==> src/hw/rtl/hprld_pkg.sv <==
`default_nettype none

package hprld_pkg;

   localparam int URL_MAX_DEFAULT = 256;

   localparam int METHOD_COUNT  = 5;
   localparam int METHOD_CHARS  = 7;
   localparam int VERSION_COUNT = 2;
   localparam int VERSION_CHARS = 8;

   // names padded to seven characters, first character in the top byte
   localparam logic [8*METHOD_CHARS-1:0] METHOD_TEXT [METHOD_COUNT] = '{
      "GET    ", "PUT    ", "POST   ", "DELETE ", "CONNECT"
   };
   localparam logic [2:0] METHOD_LEN [METHOD_COUNT] = '{3'd3, 3'd3, 3'd4, 3'd6, 3'd7};

   // bit 0 of the candidate set is HTTP/1.1, bit 1 is HTTP/1.0
   localparam logic [8*VERSION_CHARS-1:0] VERSION_TEXT [VERSION_COUNT] = '{
      "HTTP/1.1", "HTTP/1.0"
   };

   localparam logic [7:0] CHAR_SLASH = 8'h2F;
   localparam logic [7:0] CHAR_SPACE = 8'h20;

   // parse phases of the back end
   typedef enum logic [5:0] {
      PH_METHOD  = 6'b000001,
      PH_SKIP    = 6'b000010,
      PH_FIRST   = 6'b000100,
      PH_TARGET  = 6'b001000,
      PH_VERSION = 6'b010000,
      PH_DONE    = 6'b100000
   } phase_type;

   // one classified byte, passed from front to back
   typedef struct packed {
      logic [7:0]                                 data;
      logic                                       last;
      logic [METHOD_COUNT-1:0]                    meth_hit;
      logic [METHOD_COUNT-1:0]                    meth_final;
      logic                                       is_slash;
      logic                                       is_space;
      logic [VERSION_COUNT-1:0][VERSION_CHARS-1:0] ver_hit;
   } class_type;

   typedef struct packed {
      logic       url_byte_valid;
      logic [7:0] url_byte;
      logic       verdict_valid;
      logic       detected;
      logic [2:0] method_code;
      logic [7:0] url_length;
   } rsp_item_type;

endpackage

`default_nettype wire

==> src/hw/rtl/hprld_if.sv <==
`default_nettype none

interface hprld_req_if;
   logic       valid;
   logic       ready;
   logic [7:0] payload_byte;
   logic       last_byte;

   modport source (output valid, output payload_byte, output last_byte, input ready);
   modport sink   (input valid, input payload_byte, input last_byte, output ready);
endinterface

interface hprld_rsp_if;
   logic       valid;
   logic       ready;
   logic       url_byte_valid;
   logic [7:0] url_byte;
   logic       verdict_valid;
   logic       detected;
   logic [2:0] method_code;
   logic [7:0] url_length;

   modport source (output valid, output url_byte_valid, output url_byte, output verdict_valid,
                   output detected, output method_code, output url_length, input ready);
   modport sink   (input valid, input url_byte_valid, input url_byte, input verdict_valid,
                   input detected, input method_code, input url_length, output ready);
endinterface

`default_nettype wire

==> src/hw/rtl/hprld_front.sv <==
`default_nettype none

module hprld_front (
   input  logic              clock,
   input  logic              reset,
   hprld_req_if.sink         req_if,
   output hprld_pkg::class_type item,
   output logic              item_valid,
   input  logic              item_ready
);
   import hprld_pkg::*;

   // position within the packet, saturating: only the first seven bytes matter
   logic [2:0] pos_ff;
   logic [2:0] pos_in;
   logic       accept;

   assign req_if.ready = item_ready;
   assign item_valid   = req_if.valid;
   assign accept       = req_if.valid && item_ready;

   always_comb begin
      logic [7:0] ch;
      item.data     = req_if.payload_byte;
      item.last     = req_if.last_byte;
      item.is_slash = (req_if.payload_byte == CHAR_SLASH);
      item.is_space = (req_if.payload_byte == CHAR_SPACE);
      for (int i = 0; i < METHOD_COUNT; i++) begin
         ch = 8'h00;
         for (int q = 0; q < METHOD_CHARS; q++) begin
            if (pos_ff == 3'(q)) begin
               ch = METHOD_TEXT[i][8*(METHOD_CHARS-1-q) +: 8];
            end
         end
         // a name that is already complete cannot be spoilt by later bytes
         item.meth_hit[i]   = (pos_ff < METHOD_LEN[i]) ? (req_if.payload_byte == ch) : 1'b1;
         item.meth_final[i] = (pos_ff == METHOD_LEN[i] - 3'd1);
      end
      for (int v = 0; v < VERSION_COUNT; v++) begin
         for (int k = 0; k < VERSION_CHARS; k++) begin
            item.ver_hit[v][k] =
               (req_if.payload_byte == VERSION_TEXT[v][8*(VERSION_CHARS-1-k) +: 8]);
         end
      end
   end

   always_comb begin
      pos_in = pos_ff;
      if (accept) begin
         if (req_if.last_byte) begin
            pos_in = 3'd0;
         end else if (pos_ff != 3'd7) begin
            pos_in = pos_ff + 3'd1;
         end
      end
   end

   always_ff @(posedge clock) begin
      if (reset) begin
         pos_ff <= 3'd0;
      end else begin
         pos_ff <= pos_in;
      end
   end

endmodule

`default_nettype wire

==> src/hw/rtl/hprld_queue.sv <==
`default_nettype none

module hprld_queue (
   input  logic                 clock,
   input  logic                 reset,
   input  hprld_pkg::class_type wr_item,
   input  logic                 wr_valid,
   output logic                 wr_ready,
   output hprld_pkg::class_type rd_item,
   output logic                 rd_valid,
   input  logic                 rd_ready
);
   import hprld_pkg::*;

   localparam int DEPTH = 2;

   class_type  mem_ff [DEPTH];
   logic       wr_ptr_ff, wr_ptr_in;
   logic       rd_ptr_ff, rd_ptr_in;
   logic [1:0] count_ff, count_in;
   logic       push, pop;

   assign wr_ready = (count_ff != 2'(DEPTH));
   assign rd_valid = (count_ff != 2'd0);
   assign rd_item  = mem_ff[rd_ptr_ff];
   assign push     = wr_valid && wr_ready;
   assign pop      = rd_valid && rd_ready;

   always_comb begin
      wr_ptr_in = push ? ~wr_ptr_ff : wr_ptr_ff;
      rd_ptr_in = pop ? ~rd_ptr_ff : rd_ptr_ff;
      count_in  = count_ff;
      if (push && !pop) begin
         count_in = count_ff + 2'd1;
      end else if (pop && !push) begin
         count_in = count_ff - 2'd1;
      end
   end

   always_ff @(posedge clock) begin
      if (push) begin
         mem_ff[wr_ptr_ff] <= wr_item;
      end
   end

   always_ff @(posedge clock) begin
      if (reset) begin
         wr_ptr_ff <= 1'b0;
         rd_ptr_ff <= 1'b0;
         count_ff  <= 2'd0;
      end else begin
         wr_ptr_ff <= wr_ptr_in;
         rd_ptr_ff <= rd_ptr_in;
         count_ff  <= count_in;
      end
   end

   a_count_bound: assert property (@(posedge clock) disable iff (reset)
      count_ff <= 2'(DEPTH))
      else $error("queue count beyond depth");

   a_ptr_track: assert property (@(posedge clock) disable iff (reset)
      (count_ff == 2'd0 || count_ff == 2'(DEPTH)) |-> (wr_ptr_ff == rd_ptr_ff))
      else $error("queue pointers disagree with count");

   a_count_step: assert property (@(posedge clock) disable iff (reset)
      (push && !pop) |=> (count_ff == $past(count_ff) + 2'd1))
      else $error("queue count missed a write");

endmodule

`default_nettype wire

==> src/hw/rtl/hprld_back.sv <==
`default_nettype none

module hprld_back #(
   parameter int URL_MAX = hprld_pkg::URL_MAX_DEFAULT
) (
   input  logic                 clock,
   input  logic                 reset,
   input  hprld_pkg::class_type head,
   input  logic                 head_valid,
   output logic                 head_ready,
   hprld_rsp_if.source          rsp_if
);
   import hprld_pkg::*;

   localparam int         CAP  = (URL_MAX - 1 > 255) ? 255 : URL_MAX - 1;
   localparam logic [7:0] CAP8 = 8'(CAP);

   phase_type    phase_ff, phase_in;
   logic [4:0]   cands_ff, cands_in;
   logic [2:0]   chosen_ff, chosen_in;
   logic [7:0]   count_ff, count_in;
   logic [1:0]   vcands_ff, vcands_in;
   logic [2:0]   vidx_ff, vidx_in;
   rsp_item_type out_ff, out_in;
   logic         out_valid_ff, out_valid_in;
   logic         advance, pop;

   // the output register is free when empty or being taken
   assign advance    = !out_valid_ff || rsp_if.ready;
   assign head_ready = advance;
   assign pop        = head_valid && advance;

   always_comb begin
      logic [4:0] nc;
      logic [1:0] nv;
      logic       found;
      logic [2:0] pick;

      phase_in  = phase_ff;
      cands_in  = cands_ff;
      chosen_in = chosen_ff;
      count_in  = count_ff;
      vcands_in = vcands_ff;
      vidx_in   = vidx_ff;
      out_in    = '0;
      nc        = cands_ff & head.meth_hit;
      nv        = vcands_ff & {head.ver_hit[1][vidx_ff], head.ver_hit[0][vidx_ff]};
      found     = 1'b0;
      pick      = 3'd0;

      // lowest completed method wins
      for (int i = METHOD_COUNT - 1; i >= 0; i--) begin
         if (nc[i] && head.meth_final[i]) begin
            found = 1'b1;
            pick  = 3'(i);
         end
      end

      case (phase_ff)
         PH_METHOD: begin
            cands_in = nc;
            if (found) begin
               chosen_in = pick;
               phase_in  = PH_SKIP;
            end else if (nc == 5'd0) begin
               out_in.verdict_valid = 1'b1;
               phase_in             = PH_DONE;
            end
         end
         PH_SKIP: begin
            phase_in = PH_FIRST;
         end
         PH_FIRST: begin
            if (head.is_slash) begin
               out_in.verdict_valid = 1'b1;
               phase_in             = PH_DONE;
            end else begin
               out_in.url_byte_valid = 1'b1;
               out_in.url_byte       = head.data;
               count_in              = 8'd1;
               phase_in              = PH_TARGET;
            end
         end
         PH_TARGET: begin
            if (head.is_space) begin
               vidx_in   = 3'd0;
               vcands_in = 2'b11;
               phase_in  = PH_VERSION;
            end else if (count_ff < CAP8) begin
               out_in.url_byte_valid = 1'b1;
               out_in.url_byte       = head.data;
               count_in              = count_ff + 8'd1;
            end
         end
         PH_VERSION: begin
            vcands_in = nv;
            if (nv == 2'b00) begin
               out_in.verdict_valid = 1'b1;
               phase_in             = PH_DONE;
            end else if (vidx_ff == 3'd7) begin
               out_in.verdict_valid = 1'b1;
               out_in.detected      = 1'b1;
               out_in.method_code   = chosen_ff;
               out_in.url_length    = count_ff;
               phase_in             = PH_DONE;
            end else begin
               vidx_in = vidx_ff + 3'd1;
            end
         end
         PH_DONE: begin
         end
         default: begin
            phase_in = PH_DONE;
         end
      endcase

      // end of packet: unsettled packets get a negative verdict, then start over
      if (head.last) begin
         if (phase_ff != PH_DONE) begin
            out_in.verdict_valid = 1'b1;
         end
         phase_in  = PH_METHOD;
         cands_in  = 5'h1F;
         chosen_in = 3'd0;
         count_in  = 8'd0;
         vcands_in = 2'b11;
         vidx_in   = 3'd0;
      end

      out_valid_in = advance ? head_valid : out_valid_ff;
   end

   always_ff @(posedge clock) begin
      if (reset) begin
         phase_ff     <= PH_METHOD;
         cands_ff     <= 5'h1F;
         chosen_ff    <= 3'd0;
         count_ff     <= 8'd0;
         vcands_ff    <= 2'b11;
         vidx_ff      <= 3'd0;
         out_valid_ff <= 1'b0;
      end else begin
         out_valid_ff <= out_valid_in;
         if (pop) begin
            phase_ff  <= phase_in;
            cands_ff  <= cands_in;
            chosen_ff <= chosen_in;
            count_ff  <= count_in;
            vcands_ff <= vcands_in;
            vidx_ff   <= vidx_in;
         end
      end
   end

   always_ff @(posedge clock) begin
      if (pop) begin
         out_ff <= out_in;
      end
   end

   assign rsp_if.valid          = out_valid_ff;
   assign rsp_if.url_byte_valid = out_ff.url_byte_valid;
   assign rsp_if.url_byte       = out_ff.url_byte;
   assign rsp_if.verdict_valid  = out_ff.verdict_valid;
   assign rsp_if.detected       = out_ff.detected;
   assign rsp_if.method_code    = out_ff.method_code;
   assign rsp_if.url_length     = out_ff.url_length;

   a_det_has_verdict: assert property (@(posedge clock) disable iff (reset)
      (out_valid_ff && out_ff.detected) |-> out_ff.verdict_valid)
      else $error("detection without verdict");

   a_det_has_target: assert property (@(posedge clock) disable iff (reset)
      (out_valid_ff && out_ff.detected) |-> (out_ff.url_length != 8'd0))
      else $error("detection with empty target");

   a_url_zero: assert property (@(posedge clock) disable iff (reset)
      (out_valid_ff && !out_ff.url_byte_valid) |-> (out_ff.url_byte == 8'd0))
      else $error("target byte not cleared");

   a_count_cap: assert property (@(posedge clock) disable iff (reset)
      count_ff <= CAP8)
      else $error("target count beyond cap");

endmodule

`default_nettype wire

==> src/hw/rtl/http_proxy_request_line_detector_unit.sv <==
// Proxy-style HTTP request line detector.
// req_if carries one TCP payload byte per item with last_byte marking the
// end of the packet. rsp_if returns exactly one item for every byte taken:
// the target byte when it is kept, and on one item per packet a verdict
// with the method and kept target length when a proxy request line is seen.
// The front end classifies each byte against the method and version strings
// in the cycle it is taken; a two-entry queue feeds the back end, whose
// parse state machine fills the output register.
// Each byte passes through the queue and then the output register before
// its result is on rsp_if. Throughput: one item per cycle while rsp_if is
// ready, limited by the single parse step per byte in the back end.
// When rsp_if stalls the output register holds its item and the queue
// absorbs two more bytes before req_if.ready drops; nothing is lost.
// Synchronous reset empties the queue and output register and returns the
// parser to method matching at the first byte of a packet.
`default_nettype none

module http_proxy_request_line_detector_unit #(
   parameter int URL_MAX = hprld_pkg::URL_MAX_DEFAULT
) (
   input  logic        clock,
   input  logic        reset,
   hprld_req_if.sink   req_if,
   hprld_rsp_if.source rsp_if
);
   import hprld_pkg::*;

   class_type front_item;
   logic      front_valid;
   logic      front_ready;
   class_type head_item;
   logic      head_valid;
   logic      head_ready;

   hprld_front u_front (
      .clock      (clock),
      .reset      (reset),
      .req_if     (req_if),
      .item       (front_item),
      .item_valid (front_valid),
      .item_ready (front_ready)
   );

   hprld_queue u_queue (
      .clock    (clock),
      .reset    (reset),
      .wr_item  (front_item),
      .wr_valid (front_valid),
      .wr_ready (front_ready),
      .rd_item  (head_item),
      .rd_valid (head_valid),
      .rd_ready (head_ready)
   );

   hprld_back #(
      .URL_MAX (URL_MAX)
   ) u_back (
      .clock      (clock),
      .reset      (reset),
      .head       (head_item),
      .head_valid (head_valid),
      .head_ready (head_ready),
      .rsp_if     (rsp_if)
   );

endmodule

`default_nettype wire

==> src/flat_wrapper.sv <==
// flat-port wrapper written by rule: the top's interface ports become plain ports
module http_proxy_request_line_detector_unit_flat import hprld_pkg::*;
#(
   parameter int URL_MAX = hprld_pkg::URL_MAX_DEFAULT
)
  (clock, reset, req_if_valid, req_if_payload_byte, req_if_last_byte, req_if_ready, rsp_if_valid, rsp_if_url_byte_valid, rsp_if_url_byte, rsp_if_verdict_valid, rsp_if_detected, rsp_if_method_code, rsp_if_url_length, rsp_if_ready);
  hprld_req_if req_if_i ();
  hprld_rsp_if rsp_if_i ();
  input  logic clock;
  input  logic reset;
  input wire logic [$bits(req_if_i.valid)-1:0] req_if_valid;
  input wire logic [$bits(req_if_i.payload_byte)-1:0] req_if_payload_byte;
  input wire logic [$bits(req_if_i.last_byte)-1:0] req_if_last_byte;
  output wire logic [$bits(req_if_i.ready)-1:0] req_if_ready;
  output wire logic [$bits(rsp_if_i.valid)-1:0] rsp_if_valid;
  output wire logic [$bits(rsp_if_i.url_byte_valid)-1:0] rsp_if_url_byte_valid;
  output wire logic [$bits(rsp_if_i.url_byte)-1:0] rsp_if_url_byte;
  output wire logic [$bits(rsp_if_i.verdict_valid)-1:0] rsp_if_verdict_valid;
  output wire logic [$bits(rsp_if_i.detected)-1:0] rsp_if_detected;
  output wire logic [$bits(rsp_if_i.method_code)-1:0] rsp_if_method_code;
  output wire logic [$bits(rsp_if_i.url_length)-1:0] rsp_if_url_length;
  input wire logic [$bits(rsp_if_i.ready)-1:0] rsp_if_ready;
  assign req_if_i.valid = req_if_valid;
  assign req_if_i.payload_byte = req_if_payload_byte;
  assign req_if_i.last_byte = req_if_last_byte;
  assign req_if_ready = req_if_i.ready;
  assign rsp_if_valid = rsp_if_i.valid;
  assign rsp_if_url_byte_valid = rsp_if_i.url_byte_valid;
  assign rsp_if_url_byte = rsp_if_i.url_byte;
  assign rsp_if_verdict_valid = rsp_if_i.verdict_valid;
  assign rsp_if_detected = rsp_if_i.detected;
  assign rsp_if_method_code = rsp_if_i.method_code;
  assign rsp_if_url_length = rsp_if_i.url_length;
  assign rsp_if_i.ready = rsp_if_ready;
  http_proxy_request_line_detector_unit #(.URL_MAX(URL_MAX)) u_core (.clock(clock), .reset(reset), .req_if(req_if_i), .rsp_if(rsp_if_i));
endmodule
==> config.mk <==
export PLATFORM = sky130hd
export DESIGN_NAME = http_proxy_request_line_detector_unit_flat
export DESIGN_NICKNAME = d
export VERILOG_FILES = /design/src/hw/rtl/hprld_pkg.sv /design/src/hw/rtl/hprld_if.sv /design/src/hw/rtl/hprld_front.sv /design/src/hw/rtl/hprld_queue.sv /design/src/hw/rtl/hprld_back.sv /design/src/hw/rtl/http_proxy_request_line_detector_unit.sv /design/src/flat_wrapper.sv
export SDC_FILE = /design/constraint.sdc
export NUM_CORES = 1
export LEC_CHECK = 0
export BUFFER_PORTS_ARGS = -buffer_cell sky130_fd_sc_hd__clkbuf_2
export CORE_MARGIN = 8
export CORE_UTILIZATION = 45
export CTS_CLUSTER_SIZE = 24
export DETAILED_ROUTE_END_ITERATION = 16
export GPL_TIMING_DRIVEN = 0
export PLACE_DENSITY_LB_ADDON = 0.1
export SETUP_SLACK_MARGIN = 0.15
export SYNTH_ARGS = -nofsm -noshare
export SYNTH_HDL_FRONTEND = slang
export SYNTH_SLANG_ARGS = --single-unit
==> constraint.sdc <==
create_clock -name clock -period 7.8 [get_ports clock]
set_input_delay 0.78 -clock clock [delete_from_list [all_inputs] [get_ports clock]]
set_output_delay 0.78 -clock clock [all_outputs]
set_load 0.02 [all_outputs]
==> impl_metrics.csv <==
group,metric,value,unit
timing,slew_violations,0,
logic_synthesis,ys_ff_latch,110,
floorplan,core,12000,um2
floorplan,row_count,40,
drt,drt_wl_total,11800,um
run,drv_cap,0,
placed_design,numPortBuffers,35,
timing,period_minus_slack,3.14,ns
logic_synthesis,synth_warnings,0,
run_status,run_status,"finished clean",
logic_synthesis,synth.top_cell.area_share,40.3,%
logic_synthesis,async_flop_share,0,%
critical_path,reg2regPathDepth,10,
cells_and_area,drive_gt1_share,14.3,%
min_path,worstHoldPathType,"reg -> reg",
grt,antenna_found_initial,0,
placed_design,dp_cells,697,
drt,drcViolationCount,0,
drt,wl_per_cell,16.5,um
drt,drt_iter0_drc,317,
clocking,h-tree-depth,3,
clocking,cts_num_sinks,110,
logic_synthesis,synth_cell_types,67,
timing,rsz0062_at_grt,"no",
clocking,cts_tree,"yes",
clocking,root_buffer,"clkbuf_16",
clocking,numCtsBuffers,9,
logic_synthesis,synth_ff_type,"edfxtp_1",
clocking,cts.clk_slew.worst_paths,0.08,ns
logic_synthesis,syn-instance-count,514,
timing,finalCritPeriodShare,40.3,%
timing,hold_ws,0.467,ns
drt,first_pass_iters,8,
power_and_ir_drop,p_leak,2.26,nW
critical_path,r2r_end,"u_core.u_queue.mem_ff[1][24]",
timing,max_freq,0.318,GHz
power_and_ir_drop,ir_worst_vdd,0.157,mV
floorplan,start_util,45.9,%
grt,grt_pass1_wl,19200,um
placed_design,gp_congestion,0.901,
placed_design,dpl.hpwl,8390,um
clocking,ctsHoldBuffers,0,
timing,slew_headroom,16.2,%
logic_synthesis,synth_enable_flop_cells,74,
grt,grt_pass1_vias,3758,
min_path,min-delay-start,"u_core.u_back.vcands_ff[0]",
clocking,post-cts-setup-buffers,0,
logic_synthesis,avgSynthCellArea,10.7,um2
drt,ant_nets,0,
critical_path,startpoint_type,"register",
critical_path,crit_type,"reg -> reg",
timing,timing.final.ws_setup,4.66,ns
timing,setup_viol,0,
drt,viasPerCell,5.49,
floorplan,ioPinCount,37,
cells_and_area,diodes,0,
cells_and_area,nets,584,
floorplan,chipWidth,127,um
min_path,min_to,"u_core.u_back.vcands_ff[0]",
cells_and_area,areaGrowthSynthToFinish,12.1,%
placed_design,dp_slack,4.44,ns
cells_and_area,fin_cells,713,
timing,hold_viol,0,
clocking,ctsResizeCount,0,
critical_path,r2r_slack,4.66,ns
critical_path,critPathArrivalTime,3.26,ns
floorplan,die_h,127,um
logic_synthesis,syn_area,5520,um2
floorplan,die-area,16100,um2
critical_path,crit_path_max_fanout,10,
critical_path,r2r_start,"u_core.u_front.pos_ff[0]",
critical_path,critPathRequiredTime,7.92,ns
timing,worstMarginPinSlew,1.26,ns
grt,grt_usage,15.1,%
logic_synthesis,synth.area.top_cells,"edfxtp_1 (40%), dfxtp_1 (13%), nor2_1 (4.1%)",
power_and_ir_drop,power_density,309,nW/um2
drt,vias,3917,
grt,grt_max_degree,29,
grt,gr-total-overflow,0,
critical_path,critPathCaptureType,"register",
logic_synthesis,syn-num-nets,537,
logic_synthesis,synth_top_cell_by_area,"edfxtp_1",
logic_synthesis,yosysSeqAreaShare,53.3,%
clocking,clk_path_buf_depth,2,
clocking,insertion_delay,0.36,ns
timing,fin_skew,0.0109,ns
timing,tns,0,ns
min_path,holdPathStages,2,
cell usage in the layout (no fill, tap or decap), types with 13 or more instances in the layout:
cell,count
and2_1,16
clkbuf_1,16
xor2_1,13
edfxtp_1,74
nand2_1,32
nand3_1,14
mux2i_1,15
nor2_1,59
clkbuf_2,35
a21oi_1,30
dfxtp_1,36
power breakdown:
part	internal [mW]	switching (mW)	total, mW
Combinational	0.234	0.416	0.650
Clock	0.224	0.225	0.449
Sequential	0.764	0.0511	0.815
Total	1.22	0.692	1.91
per-layer routing:
| metal | up-vias | routed length (um) | global-route usage, % |
|---|---|---|---|
| li1 | 1984 | - | - |
| met1 | 1834 | 5410 | 18.6 |
| met2 | 91 | 5660 | 25.1 |
| met3 | 8 | 546 | 4.15 |
| met4 | 0 | 136 | 4.97 |
| met5 | - | 0 | 0 |
critical path: stages, from the launching register on:
cell and delay (ns):
dfxtp_1 0.36, clkbuf_1 0.37, inv_1 0.19, ha_1 0.24, clkbuf_1 0.21, o31ai_1 0.52
nand2_1 0.14, xor2_1 0.16, nor4_1 0.25, nand2_1 0.10, o31ai_1 0.37
flip-flops by register name (all words and copies together) (netlist names), 5 cells and up, named ones only:
name,flops
u_core.u_back.rsp_if.url_length,8
u_core.u_queue.mem_ff,52
u_core.u_back.phase_ff,6
u_core.u_back.cands_ff,5
u_core.u_back.rsp_if.url_byte,8
u_core.u_back.count_ff,8
stage by stage:
step                      instance area [um2]  power, mW  util, %
after floorplan                          5520       1.30        -
after global placement                   5880       1.47     48.9
after detailed placement                 5900       1.48     49.1
after CTS                                6190       1.93     51.5
after global routing                     6190       2.03     51.5
final                                    6190       1.91     51.5
cells by family (layout without fill, tap and decap cells):
group	after synthesis	after routing	share of synthesized area, %
AO/OA/AOI/OAI	108	108	13.2
XOR/XNOR	20	20	3.17
adder cells (fa/ha/maj)	10	10	2.27
buffers and inverters	42	94	3.70
flip-flops	110	110	53.3
multiplexers	29	29	5.67
AND/OR/NAND/NOR	195	195	18.7
area by class of cell:
| cell class | instances | area (um2) |
|---|---|---|
| buffer | 30 | 159 |
| inverter | 12 | 45.0 |
| multi-input combinational | 362 | 2370 |
| sequential | 110 | 2940 |
| timing repair buffer | 36 | 190 |
| fill | 1089 | 5830 |
| clock inverter | 7 | 65.1 |
| tap | 147 | 184 |
| clock buffer | 9 | 225 |
Yosys cell counts, drive strengths merged, types with 3 or more instances:
| library cell | instances |
|---|---|
| edfxtp | 74 |
| nor2 | 60 |
| dfxtp | 36 |
| a21oi | 33 |
| nand2 | 32 |
| o21ai | 18 |
| mux2i | 17 |
| and2 | 16 |
| clkbuf | 16 |
| buf | 14 |
| nand3 | 14 |
| xor2 | 13 |
| mux2 | 12 |
| nor3 | 12 |
| inv | 11 |
| ha | 10 |
| o31ai | 9 |
| and3 | 8 |
| or3 | 8 |
| nand3b | 7 |
| nand4 | 7 |
| nor4 | 7 |
| xnor2 | 7 |
| a211oi | 6 |
| nand2b | 6 |
| a21boi | 5 |
| o21bai | 5 |
| a22o | 4 |
| a22oi | 4 |
| nor2b | 4 |
| nor3b | 4 |
| a31oi | 3 |
| nor4b | 3 |
| o211ai | 3 |
| o22ai | 3 |
how the worst max path moves through the flow:
stage,from,endpoint,slack (ns),depth (start not counted)
after global placement,rsp_if_ready,u_core.u_back.phase_ff[4],4.40,9
after CTS,u_core.u_front.pos_ff[0],u_core.u_queue.mem_ff[0][27],4.66,9
final,u_core.u_front.pos_ff[0],u_core.u_queue.mem_ff[1][24],4.66,10
after floorplan,rsp_if_ready,u_core.u_back.phase_ff[4],5.21,8
after global routing,u_core.u_front.pos_ff[0],u_core.u_queue.mem_ff[1][27],4.42,9
after detailed placement,rsp_if_ready,u_core.u_back.phase_ff[4],4.44,9
No activity file was read; power rests on OpenSTA's default activity.
